File: src/rtl/core/assert_macros.svh
// Assertion helpers; clocked on clk_i, disabled while rst_ni is low.
`ifndef ASSERT_MACROS_SVH
`define ASSERT_MACROS_SVH

// Property must hold at every clock edge outside reset.
`define M2DE_ASSERT(lbl, prop) \
  lbl: assert property (@(posedge clk_i) disable iff (!rst_ni) (prop)) \
    else $error("assertion failed");

// Antecedent implies consequent in the next cycle.
`define M2DE_ASSERT_NEXT(lbl, ante, cons) \
  lbl: assert property (@(posedge clk_i) disable iff (!rst_ni) (ante) |=> (cons)) \
    else $error("assertion failed");

`endif

File: src/rtl/core/m2de_pkg.sv
package m2de_pkg;

  localparam int unsigned DeltaW = 11;
  localparam int unsigned AccW   = 16;
  localparam int unsigned CfgIdxW  = 8;
  localparam int unsigned CfgDataW = 14;

  localparam logic [CfgIdxW-1:0] CfgNoise = 8'd0;
  localparam logic [CfgIdxW-1:0] CfgJump  = 8'd1;
  localparam logic [CfgIdxW-1:0] CfgDecay = 8'd2;
  localparam logic [CfgIdxW-1:0] CfgHold  = 8'd3;

  localparam logic [7:0]  NoiseRst = 8'd2;
  localparam logic [13:0] JumpRst  = 14'd100;
  localparam logic [7:0]  DecayRst = 8'd10;
  localparam logic [1:0]  HoldRst  = 2'd2;

  localparam logic ReqMove = 1'b0;
  localparam logic ReqTick = 1'b1;

  typedef enum logic [2:0] {
    EvNone  = 3'd0,
    EvRight = 3'd1,
    EvLeft  = 3'd2,
    EvDown  = 3'd3,
    EvUp    = 3'd4
  } dir_e;

  typedef logic signed [AccW-1:0] acc_t;

  // Accumulate a delta if its magnitude exceeds the noise floor, saturating.
  function automatic acc_t acc_move(acc_t acc, logic signed [DeltaW-1:0] d,
                                    logic [7:0] noise);
    logic [DeltaW-1:0] mag;
    logic [AccW:0]     sum;
    acc_t              res;
    mag = d[DeltaW-1] ? (~d + 11'd1) : d;
    sum = {acc[AccW-1], acc} + {{(AccW+1-DeltaW){d[DeltaW-1]}}, d};
    res = acc;
    if (mag > {3'b000, noise}) begin
      if (sum[AccW] != sum[AccW-1]) begin
        res = sum[AccW] ? 16'sh8000 : 16'sh7fff;
      end else begin
        res = sum[AccW-1:0];
      end
    end
    return res;
  endfunction

  // Move toward zero by step, stopping at zero.
  function automatic acc_t acc_decay(acc_t acc, logic [7:0] step);
    logic [AccW:0] diff;
    logic [AccW:0] sum;
    acc_t          res;
    diff = {1'b0, acc} - {9'b0, step};
    sum  = {1'b1, acc} + {9'b0, step};
    res  = acc;
    if (!acc[AccW-1] && (acc != '0)) begin
      res = diff[AccW] ? '0 : diff[AccW-1:0];
    end else if (acc[AccW-1]) begin
      res = sum[AccW] ? sum[AccW-1:0] : '0;
    end
    return res;
  endfunction

endpackage

File: src/rtl/core/mouse_to_direction_events.sv
// Turns relative mouse moves and timer ticks into joystick direction events,
// one result per item. An accepted item sits in an input register until the
// result register is free, then a single pass of adds, compares and clamps
// updates the axis accumulators and hold countdowns and loads the result
// register; one item is taken every cycle while the output side keeps up.
// Configuration writes are taken at any time (cfg_ready_o is always high) and
// indexes above 3 are dropped.
`include "assert_macros.svh"

module mouse_to_direction_events (
  input  logic                                clk_i,
  input  logic                                rst_ni,
  input  logic                                cfg_valid_i,
  output logic                                cfg_ready_o,
  input  logic [m2de_pkg::CfgIdxW-1:0]        cfg_index_i,
  input  logic [m2de_pkg::CfgDataW-1:0]       cfg_data_i,
  input  logic                                in_valid_i,
  output logic                                in_ready_o,
  input  logic                                req_type_i,
  input  logic signed [m2de_pkg::DeltaW-1:0]  delta_x_i,
  input  logic signed [m2de_pkg::DeltaW-1:0]  delta_y_i,
  output logic                                out_valid_o,
  input  logic                                out_ready_i,
  output logic [2:0]                          direction_event_o
);

  logic [7:0]  noise_q;
  logic [13:0] jump_q;
  logic [7:0]  decay_q;
  logic [1:0]  hold_ticks_q;

  logic                               in_valid_q;
  logic                               req_type_q;
  logic signed [m2de_pkg::DeltaW-1:0] dx_q, dy_q;

  m2de_pkg::acc_t accum_x_q, accum_x_d, accum_y_q, accum_y_d;
  logic [1:0]     hold_x_q, hold_x_d, hold_y_q, hold_y_d;

  logic           out_valid_q;
  m2de_pkg::dir_e dir_q, dir_d;

  logic advance;

  assign cfg_ready_o       = 1'b1;
  assign advance           = in_valid_q && (!out_valid_q || out_ready_i);
  assign in_ready_o        = !in_valid_q || advance;
  assign out_valid_o       = out_valid_q;
  assign direction_event_o = dir_q;

  always_ff @(posedge clk_i or negedge rst_ni) begin
    if (!rst_ni) begin
      noise_q      <= m2de_pkg::NoiseRst;
      jump_q       <= m2de_pkg::JumpRst;
      decay_q      <= m2de_pkg::DecayRst;
      hold_ticks_q <= m2de_pkg::HoldRst;
    end else if (cfg_valid_i) begin
      case (cfg_index_i)
        m2de_pkg::CfgNoise: noise_q      <= cfg_data_i[7:0];
        m2de_pkg::CfgJump:  jump_q       <= cfg_data_i;
        m2de_pkg::CfgDecay: decay_q      <= cfg_data_i[7:0];
        m2de_pkg::CfgHold:  hold_ticks_q <= cfg_data_i[1:0];
        default: ;
      endcase
    end
  end

  always_ff @(posedge clk_i or negedge rst_ni) begin
    if (!rst_ni) begin
      in_valid_q <= 1'b0;
    end else if (in_ready_o) begin
      in_valid_q <= in_valid_i;
    end
  end

  always_ff @(posedge clk_i) begin
    if (in_valid_i && in_ready_o) begin
      req_type_q <= req_type_i;
      dx_q       <= delta_x_i;
      dy_q       <= delta_y_i;
    end
  end

  always_comb begin
    logic signed [m2de_pkg::AccW:0] ax, ay, jt, njt;
    logic [1:0]                     hx, hy;
    accum_x_d = accum_x_q;
    accum_y_d = accum_y_q;
    hold_x_d  = hold_x_q;
    hold_y_d  = hold_y_q;
    dir_d     = m2de_pkg::EvNone;
    hx        = '0;
    hy        = '0;
    jt        = {3'b000, jump_q};
    njt       = -jt;
    if (req_type_q == m2de_pkg::ReqMove) begin
      if (dx_q != '0) hold_x_d = hold_ticks_q;
      if (dy_q != '0) hold_y_d = hold_ticks_q;
      accum_x_d = m2de_pkg::acc_move(accum_x_q, dx_q, noise_q);
      accum_y_d = m2de_pkg::acc_move(accum_y_q, dy_q, noise_q);
      ax = {accum_x_d[m2de_pkg::AccW-1], accum_x_d};
      ay = {accum_y_d[m2de_pkg::AccW-1], accum_y_d};
      if (ax > jt) begin
        accum_x_d = '0;
        dir_d     = m2de_pkg::EvRight;
      end else if (ax < njt) begin
        accum_x_d = '0;
        dir_d     = m2de_pkg::EvLeft;
      end else if (ay > jt) begin
        accum_y_d = '0;
        dir_d     = m2de_pkg::EvDown;
      end else if (ay < njt) begin
        accum_y_d = '0;
        dir_d     = m2de_pkg::EvUp;
      end
    end else begin
      ax = '0;
      ay = '0;
      hx = (hold_x_q != '0) ? hold_x_q - 2'd1 : 2'd0;
      hy = (hold_y_q != '0) ? hold_y_q - 2'd1 : 2'd0;
      hold_x_d = hx;
      hold_y_d = hy;
      if (hx == '0) accum_x_d = m2de_pkg::acc_decay(accum_x_q, decay_q);
      if (hy == '0) accum_y_d = m2de_pkg::acc_decay(accum_y_q, decay_q);
    end
  end

  always_ff @(posedge clk_i or negedge rst_ni) begin
    if (!rst_ni) begin
      accum_x_q <= '0;
      accum_y_q <= '0;
      hold_x_q  <= '0;
      hold_y_q  <= '0;
    end else if (advance) begin
      accum_x_q <= accum_x_d;
      accum_y_q <= accum_y_d;
      hold_x_q  <= hold_x_d;
      hold_y_q  <= hold_y_d;
    end
  end

  always_ff @(posedge clk_i or negedge rst_ni) begin
    if (!rst_ni) begin
      out_valid_q <= 1'b0;
    end else if (advance) begin
      out_valid_q <= 1'b1;
    end else if (out_ready_i) begin
      out_valid_q <= 1'b0;
    end
  end

  always_ff @(posedge clk_i) begin
    if (advance) begin
      dir_q <= dir_d;
    end
  end

  `M2DE_ASSERT_NEXT(a_tick_no_event, advance && (req_type_q == m2de_pkg::ReqTick),
                    dir_q == m2de_pkg::EvNone)
  `M2DE_ASSERT_NEXT(a_x_fire_clears, advance && ((dir_d == m2de_pkg::EvRight) ||
                    (dir_d == m2de_pkg::EvLeft)), accum_x_q == '0)
  `M2DE_ASSERT_NEXT(a_y_fire_clears, advance && ((dir_d == m2de_pkg::EvDown) ||
                    (dir_d == m2de_pkg::EvUp)), accum_y_q == '0)
  `M2DE_ASSERT_NEXT(a_state_holds, !advance,
                    $stable(accum_x_q) && $stable(accum_y_q) && $stable(hold_x_q))
  `M2DE_ASSERT(a_adv_needs_item, !advance || in_valid_q)

endmodule

File: config.mk
export PLATFORM = sky130hd
export DESIGN_NAME = mouse_to_direction_events
export DESIGN_NICKNAME = d
export VERILOG_FILES = /design/src/rtl/core/m2de_pkg.sv /design/src/rtl/core/mouse_to_direction_events.sv
export VERILOG_INCLUDE_DIRS = /design/src /design/src/rtl/core
export SDC_FILE = /design/constraint.sdc
export NUM_CORES = 1
export LEC_CHECK = 0
export BUFFER_PORTS_ARGS = -buffer_cell sky130_fd_sc_hd__buf_2
export CAP_MARGIN = 5
export CELL_PAD_IN_SITES_DETAIL_PLACEMENT = 1
export CELL_PAD_IN_SITES_GLOBAL_PLACEMENT = 1
export CORE_ASPECT_RATIO = 0.75
export CORE_UTILIZATION = 42
export DETAILED_ROUTE_END_ITERATION = 16
export PLACE_DENSITY_LB_ADDON = 0.1
export SLEW_MARGIN = 20
export SYNTH_ARGS = -nofsm -noshare
export SYNTH_HDL_FRONTEND = slang
export SYNTH_SLANG_ARGS = --single-unit
File: constraint.sdc
create_clock -name clk_i -period 5.3 [get_ports clk_i]
set_input_delay 0.53 -clock clk_i [delete_from_list [all_inputs] [get_ports clk_i]]
set_output_delay 0.53 -clock clk_i [all_outputs]
set_load 0.03 [all_outputs]
==> results of run 1 <==
==> sequential cells by signal (all words and copies together), names as in the netlist, 3 cells and up <==
signal	count
accum_y_q	16
jump_q	14
decay_q	8
accum_x_q	16
direction_event_o	3
dy_q	11
noise_q	8
dx_q	11
==> cell usage after synthesis, types with 7 or more instances <==
cell	number	share of area
a211oi_1	12	0.0085
a21o_1	14	0.010
a21oi_1	78	0.037
a221o_1	13	0.012
a221oi_1	14	0.012
a22oi_1	8	0.0057
a2bb2oi_1	8	0.0066
a311oi_1	7	0.0058
a31oi_1	16	0.0095
and3_1	7	0.0042
clkbuf_1	34	0.012
dfrtp_1	63	0.15
dfstp_2	7	0.017
edfxtp_1	26	0.074
ha_1	145	0.17
inv_1	82	0.029
mux2_2	29	0.031
nand2_1	99	0.035
nand2b_1	24	0.014
nand3_1	38	0.018
nand4_1	14	0.0083
nor2_1	91	0.032
nor2b_1	10	0.0059
nor3_1	35	0.017
nor4_1	11	0.0065
o211ai_1	17	0.012
o21a_1	16	0.011
o21ai_0	70	0.033
o21ai_1	13	0.0062
o21bai_1	9	0.0064
o221ai_1	8	0.0066
o2bb2ai_1	7	0.0058
o31ai_1	10	0.0071
or2_2	8	0.0047
or3_1	13	0.0077
xnor2_1	40	0.033
xor2_1	15	0.012
==> routing by layer <==
layer / routed length [um] / vias up
met3: 3460 / 105
met4: 1320 / 2
li1: - / 5202
met5: 60 / -
met2: 19600 / 466
met1: 20500 / 5731
==> power by group through the flow <==
| stage | Combinational (mW) | Clock (mW) | Sequential [mW] |
|---|---|---|---|
| 2_1_floorplan | 3.82 | 0 | 1.08 |
| 6_report | 9.25 | 0.689 | 1.05 |
| 3_3_place_gp | 6.34 | 0 | 1.06 |
| 4_1_cts | 7.43 | 0.688 | 1.05 |
| 3_5_place_dp | 6.49 | 0 | 1.06 |
| 5_1_grt | 9.73 | 0.714 | 1.07 |
==> final timing paths <==
kind / endpoint / slack (ns) / depth (start not counted)
worst max-delay path: accum_y_q[7]$_DFFE_PN0P_ / -0.22 / 27
worst min-delay path: jump_q[7]$_DFFE_PN0P_ / 0.09 / 1
worst max register to register: accum_y_q[7]$_DFFE_PN0P_ / -0.22 / 27
worst min register to register: out_valid_o$_DFFE_PN0P_ / 0.50 / 1
max in group asynchronous: decay_q[1]$_DFFE_PN1P_ / 4.55 / 2
min in group clk_i: dy_q[10]$_DFFE_PP_ / 0.33 / 1
==> stage by stage <==
step | hold slack, ns | area (um2) | instances | setup WS (ns) | TNS [ns]
2_1_floorplan | 0.234 | 10600 | 1240 | 0.00486 | 0
3_3_place_gp | 0.469 | 12400 | 1762 | -0.284 | -3.77
3_5_place_dp | 0.496 | 12400 | 1762 | -0.405 | -7.51
4_1_cts | 0.322 | 13500 | 1809 | -0.0764 | -0.598
5_1_grt | 0.123 | 14400 | 1833 | -0.412 | -8.47
6_report | 0.0864 | 14400 | 1833 | -0.219 | -2.90
==> worst register-to-register path, delay by kind of cell, from the launching register on <==
family | cells | cell delay (ns)
DFF | 1 | 0.46
AOI/OAI and AO/OA | 10 | 2.53
and+or+nand+nor | 6 | 0.83
xor gates and xnor gates | 1 | 0.06
adders and majority gates | 3 | 0.58
buffers and inverters | 7 | 0.95
==> cell type report <==
type | count | area, um2 | share of cell area
multi-input combinational | 1020 | 8660 | 0.602
sequential | 96 | 2540 | 0.177
timing repair buffer | 287 | 2150 | 0.150
tap | 331 | 414 | 0.0288
inverter | 83 | 315 | 0.0219
clock buffer | 10 | 239 | 0.0166
clock inverter | 6 | 47.5 | 0.00331
==> kinds of logic after synthesis <==
| group | count (synthesis) | synth area share |
|---|---|---|
| other | 1 | 0.000356 |
| AO/OA/AOI/OAI | 394 | 0.267 |
| flip-flops | 96 | 0.241 |
| adder cells (fa/ha/maj) | 152 | 0.184 |
| XOR/XNOR | 55 | 0.0457 |
| buffers and inverters | 124 | 0.0457 |
| AND/OR/NAND/NOR | 384 | 0.179 |
| multiplexers | 34 | 0.0369 |
==> what timing repair did <==
item                                    4_1_cts  5_1_grt
pin swaps                                    54       61
cloned                                        0        1
setup buffers                                31       25
gates resized for setup                     110      131
endpoints found under the setup margin       33       35
==> results by group, run 1 <==
STA
  • Slew HR: 0.193
  • Setup ws final: -0.219 ns
  • Unrepaired setup endpoints after global routing: yes
  • Final period util: 1.04
  • Worst-Margin Slew: 1.21 ns
  • Max-slew violation count: 0
  • Final setup fails: 23
  • Achievable Freq: 181 MHz
  • Clk_skew: 0.0253 ns
  • Final Hold Fails: 0
  • Tmin final: 5.52 ns

Detailed routing
  • Drt initial violations: ~1200
  • TritonRoute pass-1 iters: 5
  • Routed WL: 45000 um
  • WL per Instance: 24.6 um
  • Vias per Instance: 6.28
  • ANT nets after route: 0
  • DRC: 0
  • Vias: 11500

CTS
  • H-tree depth: 3
  • CTS clock-pin slew for the worst setup and hold paths: 0.10 ns
  • Total CTS buffers: 9
  • CTS root buf: clkbuf_16
  • Number of hold buffers added after CTS: 0
  • Clock buffer depth: 2
  • Num Clock Sinks: 96
  • Clock latency on the worst-skew pair: ~0.39 ns
  • CTS tree: yes

Layout
  • Commonest cells after routing, fill and taps aside: buf_4, ha_1, nand2_1
  • Final Util: 0.592
  • Final nets: 1698
  • Share of cells above drive strength 1: 0.350
  • Layout area overhead: 36.3%
  • Commonest non-fill, non-tap cell in the layout: buf_4
  • Fillers: 2825
  • N_diodes: 0

Setup path
  • Worst path max stage delay: 0.46 ns
  • WP data arrival: 5.79 ns
  • Setup CP Type: reg2reg
  • Crit path max-delay family: compound AO/OA/AOI/OAI gates
  • CP endpoint kind: register
  • Worst Setup SP: dx_q[0]$_DFFE_PP_
  • Critical path startpoint category: register
  • CP max FO: 6
  • Worst path slowest cell: edfxtp_1
  • Worst Path Buf+Inv: 7
  • Req. time, crit path: 5.57 ns
  • Worst r2r src: dx_q[0]$_DFFE_PP_

Power
  • Psw: 5.46 mW
  • Comb pwr share: 0.842
  • Pwr/cell area: 765 nW/um2
  • Leak pwr: 6.22 nW
  • Power Internal: 5.53 mW
  • Flop pwr share: 0.096
  • Worst vdd ir: 304 uV
  • Switch share: 0.497
  • Clock group share of total power: 0.063
  • Total power: 11.0 mW

Synth
  • Synth Net Count: around 1400
  • Yosys warnings: 0
  • Avg Cell Area, Syn: about 8.5 um2
  • Most used flip-flop cell after synthesis: dfrtp_1
  • Post-synthesis sequential area ratio: 0.241
  • Mapped Area: 10500 um2
  • FFs w/ async S/R, synth: 0.729
  • Post-synthesis register bit count: 96
  • Cell count after synthesis: 1240
  • Number of library cell types mapped by synthesis: 94
  • EDFF count, synth: 26

GRT
  • M3 GR Usage: 0.0754
  • Initial antenna violation count: 0
  • GRT Overall Usage: 0.332
  • Grt met1 use: 0.479
  • Gr ovfl total: 0
  • First-pass GRT wire length: between 60000 and 70000 um
  • Routing usage on met2: 0.496
  • GR peak layer: met2
  • Vias in the first global route: 11400
  • Pin count of the biggest net entering global routing: 71

Job
  • Max Cap Viol: 0

Die
  • Die height: roughly 140 um
  • # rows: 49
  • Io pins: 56
  • Core area: roughly 24000 um2
  • Die area: 25700 um2
  • Initial Utilization: 0.434
  • DIE WIDTH: roughly 180 um

Hold path
  • Hold Path Class: in2async

Status
  • Failing checks: setup timing
  • Outcome: complete, but fails checks

Placement
  • GPL Wtd Cong: 0.952
  • DP HPWL: 32600 um
  • Port buffer count: between 50 and 60
No activity file was read; power rests on OpenSTA's default activity.
==> run 2, diff against run 1 <==
CORE_ASPECT_RATIO = 0.8   (was 0.75)
==> run 2 against run 1 <==
Effect of this change:
- the flow finishes with violations (DRC, setup timing)
- combinational power decreased by 11%
- largest cell class unchanged
- count of clock-buffer cells in the layout unchanged
- core utilization decreased by 2.8 points
- routed wire length decreased by 2.2%
- final cell count decreased by 1.6%
- maximum frequency increased by 0.42%
==> results by group, run 2 (synthesized netlist as in run 1, its figures left out) <==
Status
  • Outcome: complete, but fails checks
  • Failing checks: DRC, setup timing

GRT
  • Pin count of the biggest net entering global routing: 71 (unchanged)
  • Vias in the first global route: 11200 (-2.4%)
  • GRT Overall Usage: 0.336 (+0.00391)
  • Gr ovfl total: 0 (unchanged)
  • First-pass GRT wire length: 64500 um (-1.3%)
  • Initial antenna violation count: 1 (+1)

Layout
  • Share of cells above drive strength 1: 0.310 (-0.0391)
  • Biggest regs: accum_x_q: 16 flops, accum_y_q: 16 flops, jump_q: 14 flops
  • Final nets: 1681 (-1.0%)
  • Fillers: 2866 (+1.5%)
  • Commonest cells after routing, fill and taps aside: buf_4, ha_1, nand2_1
  • Layout Cells excl Fill: 1803 (-1.6%)
  • Commonest non-fill, non-tap cell in the layout: buf_4
  • Layout area overhead: 31.1%
  • N_diodes: 0 (unchanged)

Setup path
  • Reg2Reg Depth: 23 (-15%)
  • CP max FO: 7 (+1)
  • Worst path slowest cell: or4_4
  • Worst Setup SP: dx_q[1]$_DFFE_PP_
  • Setup CP Type: reg2reg
  • CP Cell Sequence: buf_6 -> or4_4 -> o21ai_1 -> xnor2_1 -> ha_1 -> nand4_1 -> nor2_1 -> a221o_1 -> nand2_2 -> buf_12 -> nor2_1 -> a311oi_2 -> buf_4 -> ha_1 -> o21ai_0 -> a2111oi_4 -> o22ai_2 -> a211oi_2 -> o2111ai_2 -> a32oi_4 -> nor2_4 -> buf_6 -> a221o_1
  • Worst r2r src: dx_q[1]$_DFFE_PP_
  • WP data arrival: 5.74 ns (-0.05 ns)
  • Critical path startpoint category: register
  • Req. time, crit path: 5.55 ns (-0.02 ns)
  • CP endpoint kind: register
  • Worst path max stage delay: 0.51 ns (+0.05 ns)
  • Cell depth of the worst setup path: 23 (-15%)
  • Crit path max-delay family: compound AO/OA/AOI/OAI gates
  • Worst Path Buf+Inv: 4 (-3)

STA
  • Unrepaired setup endpoints after global routing: yes
  • Clk_skew: 0.0115 ns (-0.0138 ns)
  • Final setup fails: 18 (-22%)
  • Slew HR: 0.302 (+0.109)
  • Tmin final: 5.50 ns (-0.0230 ns)
  • Achievable Freq: 182 MHz (+0.42%)
  • Worst-Margin Slew: 1.05 ns (-0.159 ns)
  • Final period util: 1.04 (-0.00435)
  • Final Hold Fails: 0 (unchanged)
  • Max-slew violation count: 0 (unchanged)
  • Setup ws final: -0.196 ns (+0.0230 ns)
  • Tightest hold margin: 0.319 ns (+0.233 ns)

Detailed routing
  • ANT nets after route: 0 (unchanged)
  • Routed WL: 44000 um (-2.2%)
  • WL per Instance: 24.4 um (-0.61%)
  • Vias: 11300 (-1.5%)
  • Drt initial violations: 913 (-21%)
  • Vias per Instance: 6.28 (+0.11%)
  • TritonRoute pass-1 iters: 11 (+6)
  • DRC: 4 (+4)

Hold path
  • Hold Path Class: in2async

CTS
  • Number of hold buffers added after CTS: 0 (unchanged)
  • H-tree depth: 3 (unchanged)
  • CTS clock-pin slew for the worst setup and hold paths: 0.08 ns (-0.02 ns)
  • CTS root buf: clkbuf_16
  • Clock buffer depth: 2 (unchanged)
  • Num Clock Sinks: 96 (unchanged)
  • CTS tree: yes
  • Total CTS buffers: 9 (unchanged)
  • Clock latency on the worst-skew pair: 0.37 ns (-0.02 ns)

Power
  • Leak pwr: 6.03 nW (-3.0%)
  • Clock group share of total power: 0.066 (+0.003)
  • Worst vdd ir: 305 uV (+0.23%)
  • Pwr/cell area: 726 nW/um2 (-5.1%)
  • Power Internal: 4.98 mW (-10%)
  • Psw: 5.05 mW (-7.5%)
  • Flop pwr share: 0.109 (+0.013)
  • Comb pwr share: 0.824 (-0.018)
  • Switch share: 0.504 (+0.00676)

Placement
  • GPL Wtd Cong: 0.968 (+1.7%)
  • DP Cell Count: 1738 (-1.4%)
  • Post-Place Worst Slack: -0.554 ns (-0.150 ns)
  • DP HPWL: 33000 um (+1.2%)
  • Port buffer count: 54 (unchanged)

Die
  • Die area: 25700 um2 (about the same)
  • DIE WIDTH: 179 um (-3.1%)
  • # rows: 51 (+4.1%)
  • Core area: 24500 um2 (+0.93%)
  • Initial Utilization: 0.430 (-0.00399)
  • Die height: 144 um (+3.2%)
  • Io pins: 56 (unchanged)

Job
  • Max Cap Viol: 0 (unchanged)
## run 2: cell types whose count changed in the layout (fill, tap and decap cells not counted), sizes merged
cell	change
clkinvlp	+1
inv	+1
buf	-17
clkinv	-2
## run 2: through the flow
step / total power, mW / setup TNS, ns / cell area [um2] / utilization
2_1_floorplan: 4.89 / 0 / 10600 / -
3_3_place_gp: 7.36 / -6.90 / 12300 / 0.503
3_5_place_dp: 7.57 / -12.39 / 12300 / 0.503
4_1_cts: 9.08 / -0.0211 / 13400 / 0.547
5_1_grt: 10.6 / -7.83 / 13800 / 0.564
6_report: 10.0 / -2.45 / 13800 / 0.564
## run 2: area by class of cell
type                            count  area (um2)  share of cell area
Timing Repair Buffer              270        1970               0.142
Clock inverter                      6        50.0             0.00362
Inverter                           83         315              0.0228
Multi-Input combinational cell   1020        8320               0.602
Tap cell                          318         398              0.0288
Sequential cell                    96        2540               0.184
Clock buffer                       10         229              0.0166
## run 2: routing by layer
layer  GRT usage  wire length (um)
met1       0.474             20000
met2       0.503             19200
met3      0.0934              4000
met4      0.0809               826
met5           0                 0
## run 2: final timing paths
check	to	slack (ns)
min	decay_q[6]$_DFFE_PN0P_	0.32
min reg2reg	out_valid_o$_DFFE_PN0P_	0.49
max in group asynchronous	accum_y_q[1]$_DFFE_PN0P_	4.26
min in group clk_i	dy_q[3]$_DFFE_PP_	0.33
max reg2reg	accum_y_q[6]$_DFFE_PN0P_	-0.20
max	accum_y_q[6]$_DFFE_PN0P_	-0.20
## run 2: power by group through the flow
stage                     registers [mW]  clock network (mW)  logic [mW]
after floorplan                     1.08                   0        3.82
after global placement              1.08                   0        6.28
after detailed placement            1.08                   0        6.49
after CTS                           1.07               0.667        7.35
after global routing                1.10               0.686        8.83
final                               1.10               0.664        8.27
## run 2: timing repair
action | 4_1_cts | 5_1_grt
gates resized for setup | 98 | 68
setup endpoints to repair | 35 | 34
pin swaps | 70 | 43
gates cloned | 1 | 0
endpoints found under the hold margin | 0 | 0
setup buffers | 39 | 12
==> run 3, diff against run 2 <==
CELL_PAD_IN_SITES_DETAIL_PLACEMENT = default   (was 1)
CELL_PAD_IN_SITES_GLOBAL_PLACEMENT = default   (was 1)
PLACE_DENSITY_LB_ADDON = default   (was 0.1)
==> run 3 against run 2 <==
Effect of this change:
- the flow still finishes with violations (DRC, setup timing)
- count of clock-buffer cells in the layout did not move
- clock power grew 2%
- critical endpoint is now accum_y_q[5]$_DFFE_PN0P_
- final cell count decreased by 0.78%
==> results by group, run 3 (synthesized netlist as in run 1, its figures left out) <==
Status
  • Outcome: complete, but fails checks
  • Failing checks: DRC, setup timing

CTS
  • CTS clock-pin slew for the worst setup and hold paths: 0.08 ns (about the same)
  • Clock buffer depth: 2 (unchanged)
  • CTS tree: yes
  • H-tree depth: 3 (unchanged)
  • CTS root buf: clkbuf_16
  • Clock latency on the worst-skew pair: 0.37 ns (about the same)
  • Num Clock Sinks: 96 (unchanged)
  • Total CTS buffers: 9 (unchanged)

Die
  • Io pins: 56 (unchanged)
  • Core area: 24500 um2 (unchanged)
  • Die area: 25700 um2 (unchanged)
  • DIE WIDTH: 179 um (unchanged)
  • Die height: 144 um (unchanged)
  • Initial Utilization: 0.430 (unchanged)
  • # rows: 51 (unchanged)

Layout
  • Share of cells above drive strength 1: 0.289 (-0.0215)
  • Fillers: 2283 (-20%)
  • Final nets: 1667 (-0.83%)
  • Layout Cells excl Fill: 1789 (-0.78%)
  • N_diodes: 0 (unchanged)
  • Commonest non-fill, non-tap cell in the layout: buf_4
  • Biggest regs: accum_x_q: 16 flops, accum_y_q: 16 flops, jump_q: 14 flops
  • Layout area overhead: 28.3%
  • Commonest cells after routing, fill and taps aside: buf_4, ha_1, nand2_1
  • Design area: 13500 um2 (-2.2%)

Setup path
  • WP data arrival: 5.63 ns (-0.11 ns)
  • Reg2reg end: accum_y_q[5]$_DFFE_PN0P_
  • Worst r2r src: dx_q[0]$_DFFE_PP_
  • Worst path slowest cell: fa_2
  • Critical path startpoint category: register
  • Setup CP Type: reg2reg
  • Req. time, crit path: 5.52 ns (-0.03 ns)
  • Most frequent CP cell: buf_4
  • Worst path max stage delay: 0.42 ns (-0.09 ns)
  • Reg2Reg Depth: 29 (+26%)
  • R2R setup slack: -0.11 ns (+0.08 ns)
  • CP endpoint kind: register
  • CP max FO: 8 (+1)

STA
  • Achievable Freq: 185 MHz (+1.6%)
  • Unrepaired setup endpoints after global routing: yes
  • Final Hold Fails: 0 (unchanged)
  • Setup TNS: -0.676 ns (+1.77 ns)
  • Final period util: 1.02 (-0.0159)
  • Worst-Margin Slew: 1.08 ns (+0.0300 ns)
  • Clk_skew: 0.0117 ns (+0.000227 ns)
  • Tmin final: 5.41 ns (-0.0840 ns)
  • Setup ws final: -0.112 ns (+0.0840 ns)
  • Slew HR: 0.282 (-0.0200)
  • Final setup fails: 12 (-6)
  • Max-slew violation count: 0 (unchanged)

Detailed routing
  • Drt initial violations: 1034 (+13%)
  • WL per Instance: 20.3 um (-17%)
  • Vias per Instance: 6.05 (-3.7%)
  • Routed WL: 36400 um (-17%)
  • TritonRoute pass-1 iters: 11 (unchanged)
  • ANT nets after route: 0 (unchanged)
  • DRC: 4 (unchanged)
  • Vias: 10800 (-4.4%)

Power
  • Worst vdd ir: 369 uV (+21%)
  • Leak pwr: 5.93 nW (-1.6%)
  • Total power: 9.50 mW (-5.3%)
  • Pwr/cell area: 703 nW/um2 (-3.2%)

Placement
  • DP Cell Count: 1734 (-0.23%)
  • GPL Wtd Cong: 0.954 (-1.5%)
  • DP HPWL: 28400 um (-14%)
  • Placed inst area: 12300 um2 (-0.24%)
  • Port buffer count: 54 (unchanged)

GRT
  • First-pass GRT wire length: 55000 um (-15%)
  • GRT Overall Usage: 0.282 (-0.0534)
  • Gr ovfl total: 0 (unchanged)
  • Pin count of the biggest net entering global routing: 71 (unchanged)
  • Initial antenna violation count: 0 (-1)
  • Vias in the first global route: 9832 (-12%)

Hold path
  • Hold Path Class: in2async

Job
  • Max Cap Viol: 0 (unchanged)
-- run 3: per-stage QoR --
stage           util  hold WS [ns]  worst slack, ns
2_1_floorplan      -         0.234          0.00486
3_3_place_gp   0.502         0.488           -0.382
3_5_place_dp   0.502         0.495           -0.380
4_1_cts        0.530         0.325           0.0101
5_1_grt        0.552         0.321           -0.324
6_report       0.552         0.326           -0.112
-- run 3: layout make-up --
class,instances,area (um2),share of cell area
Tap cell,318,398,0.0294
Multi-Input combinational cell,1021,8140,0.602
Inverter,83,318,0.0235
Timing Repair Buffer,255,1830,0.135
Sequential cell,96,2540,0.188
Clock inverter,6,57.6,0.00426
Clock buffer,10,239,0.0177
-- run 3: routing by layer --
layer / global-route usage / vias to the layer above / part of all wire
li1: - / 5150 / -
met1: 0.435 / 5159 / 0.49
met2: 0.393 / 474 / 0.41
met3: 0.0587 / 44 / 0.088
met4: 0.0694 / 0 / 0.018
met5: 0 / - / 0
-- run 3: how the worst max path moves through the flow --
stage	cells after the start	to	slack, ns	startpoint
after floorplan	28	accum_y_q[11]$_DFFE_PN0P_	0.005	dy_q[7]$_DFFE_PP_
after global placement	27	direction_event_o[2]$_SDFFCE_PP0P_	-0.38	dy_q[1]$_DFFE_PP_
after detailed placement	27	direction_event_o[2]$_SDFFCE_PP0P_	-0.38	dy_q[1]$_DFFE_PP_
after CTS	28	accum_y_q[5]$_DFFE_PN0P_	0.01	dy_q[1]$_DFFE_PP_
after global routing	26	accum_y_q[5]$_DFFE_PN0P_	-0.32	dy_q[5]$_DFFE_PP_
final	29	accum_y_q[5]$_DFFE_PN0P_	-0.11	dx_q[0]$_DFFE_PP_
-- run 3: worst max-delay path, delay by kind of cell (launching register included) --
kind	cells	cell delay [ns]
AO/OA/AOI/OAI	9	2.08
buffers and inverters	14	1.48
adder cells (fa/ha/maj)	3	0.90
flip-flops	1	0.40
AND/OR/NAND/NOR	3	0.40
-- run 3: power breakdown --
part | leakage [nW] | internal (mW) | switching, mW
sequential | 1.12 | 0.909 | 0.164
combinational | 4.66 | 3.66 | 4.09
clock | 0.147 | 0.344 | 0.334
-- run 3: repair_timing --
item                                    4_1_cts  5_1_grt
pin swaps                                    33       64
endpoints found under the setup margin       33       35
hold buffers                                  0        0
cloned                                        1        0
buffers inserted                             23       19
gates resized for setup                      46       80
hold endpoints to repair                      0        0
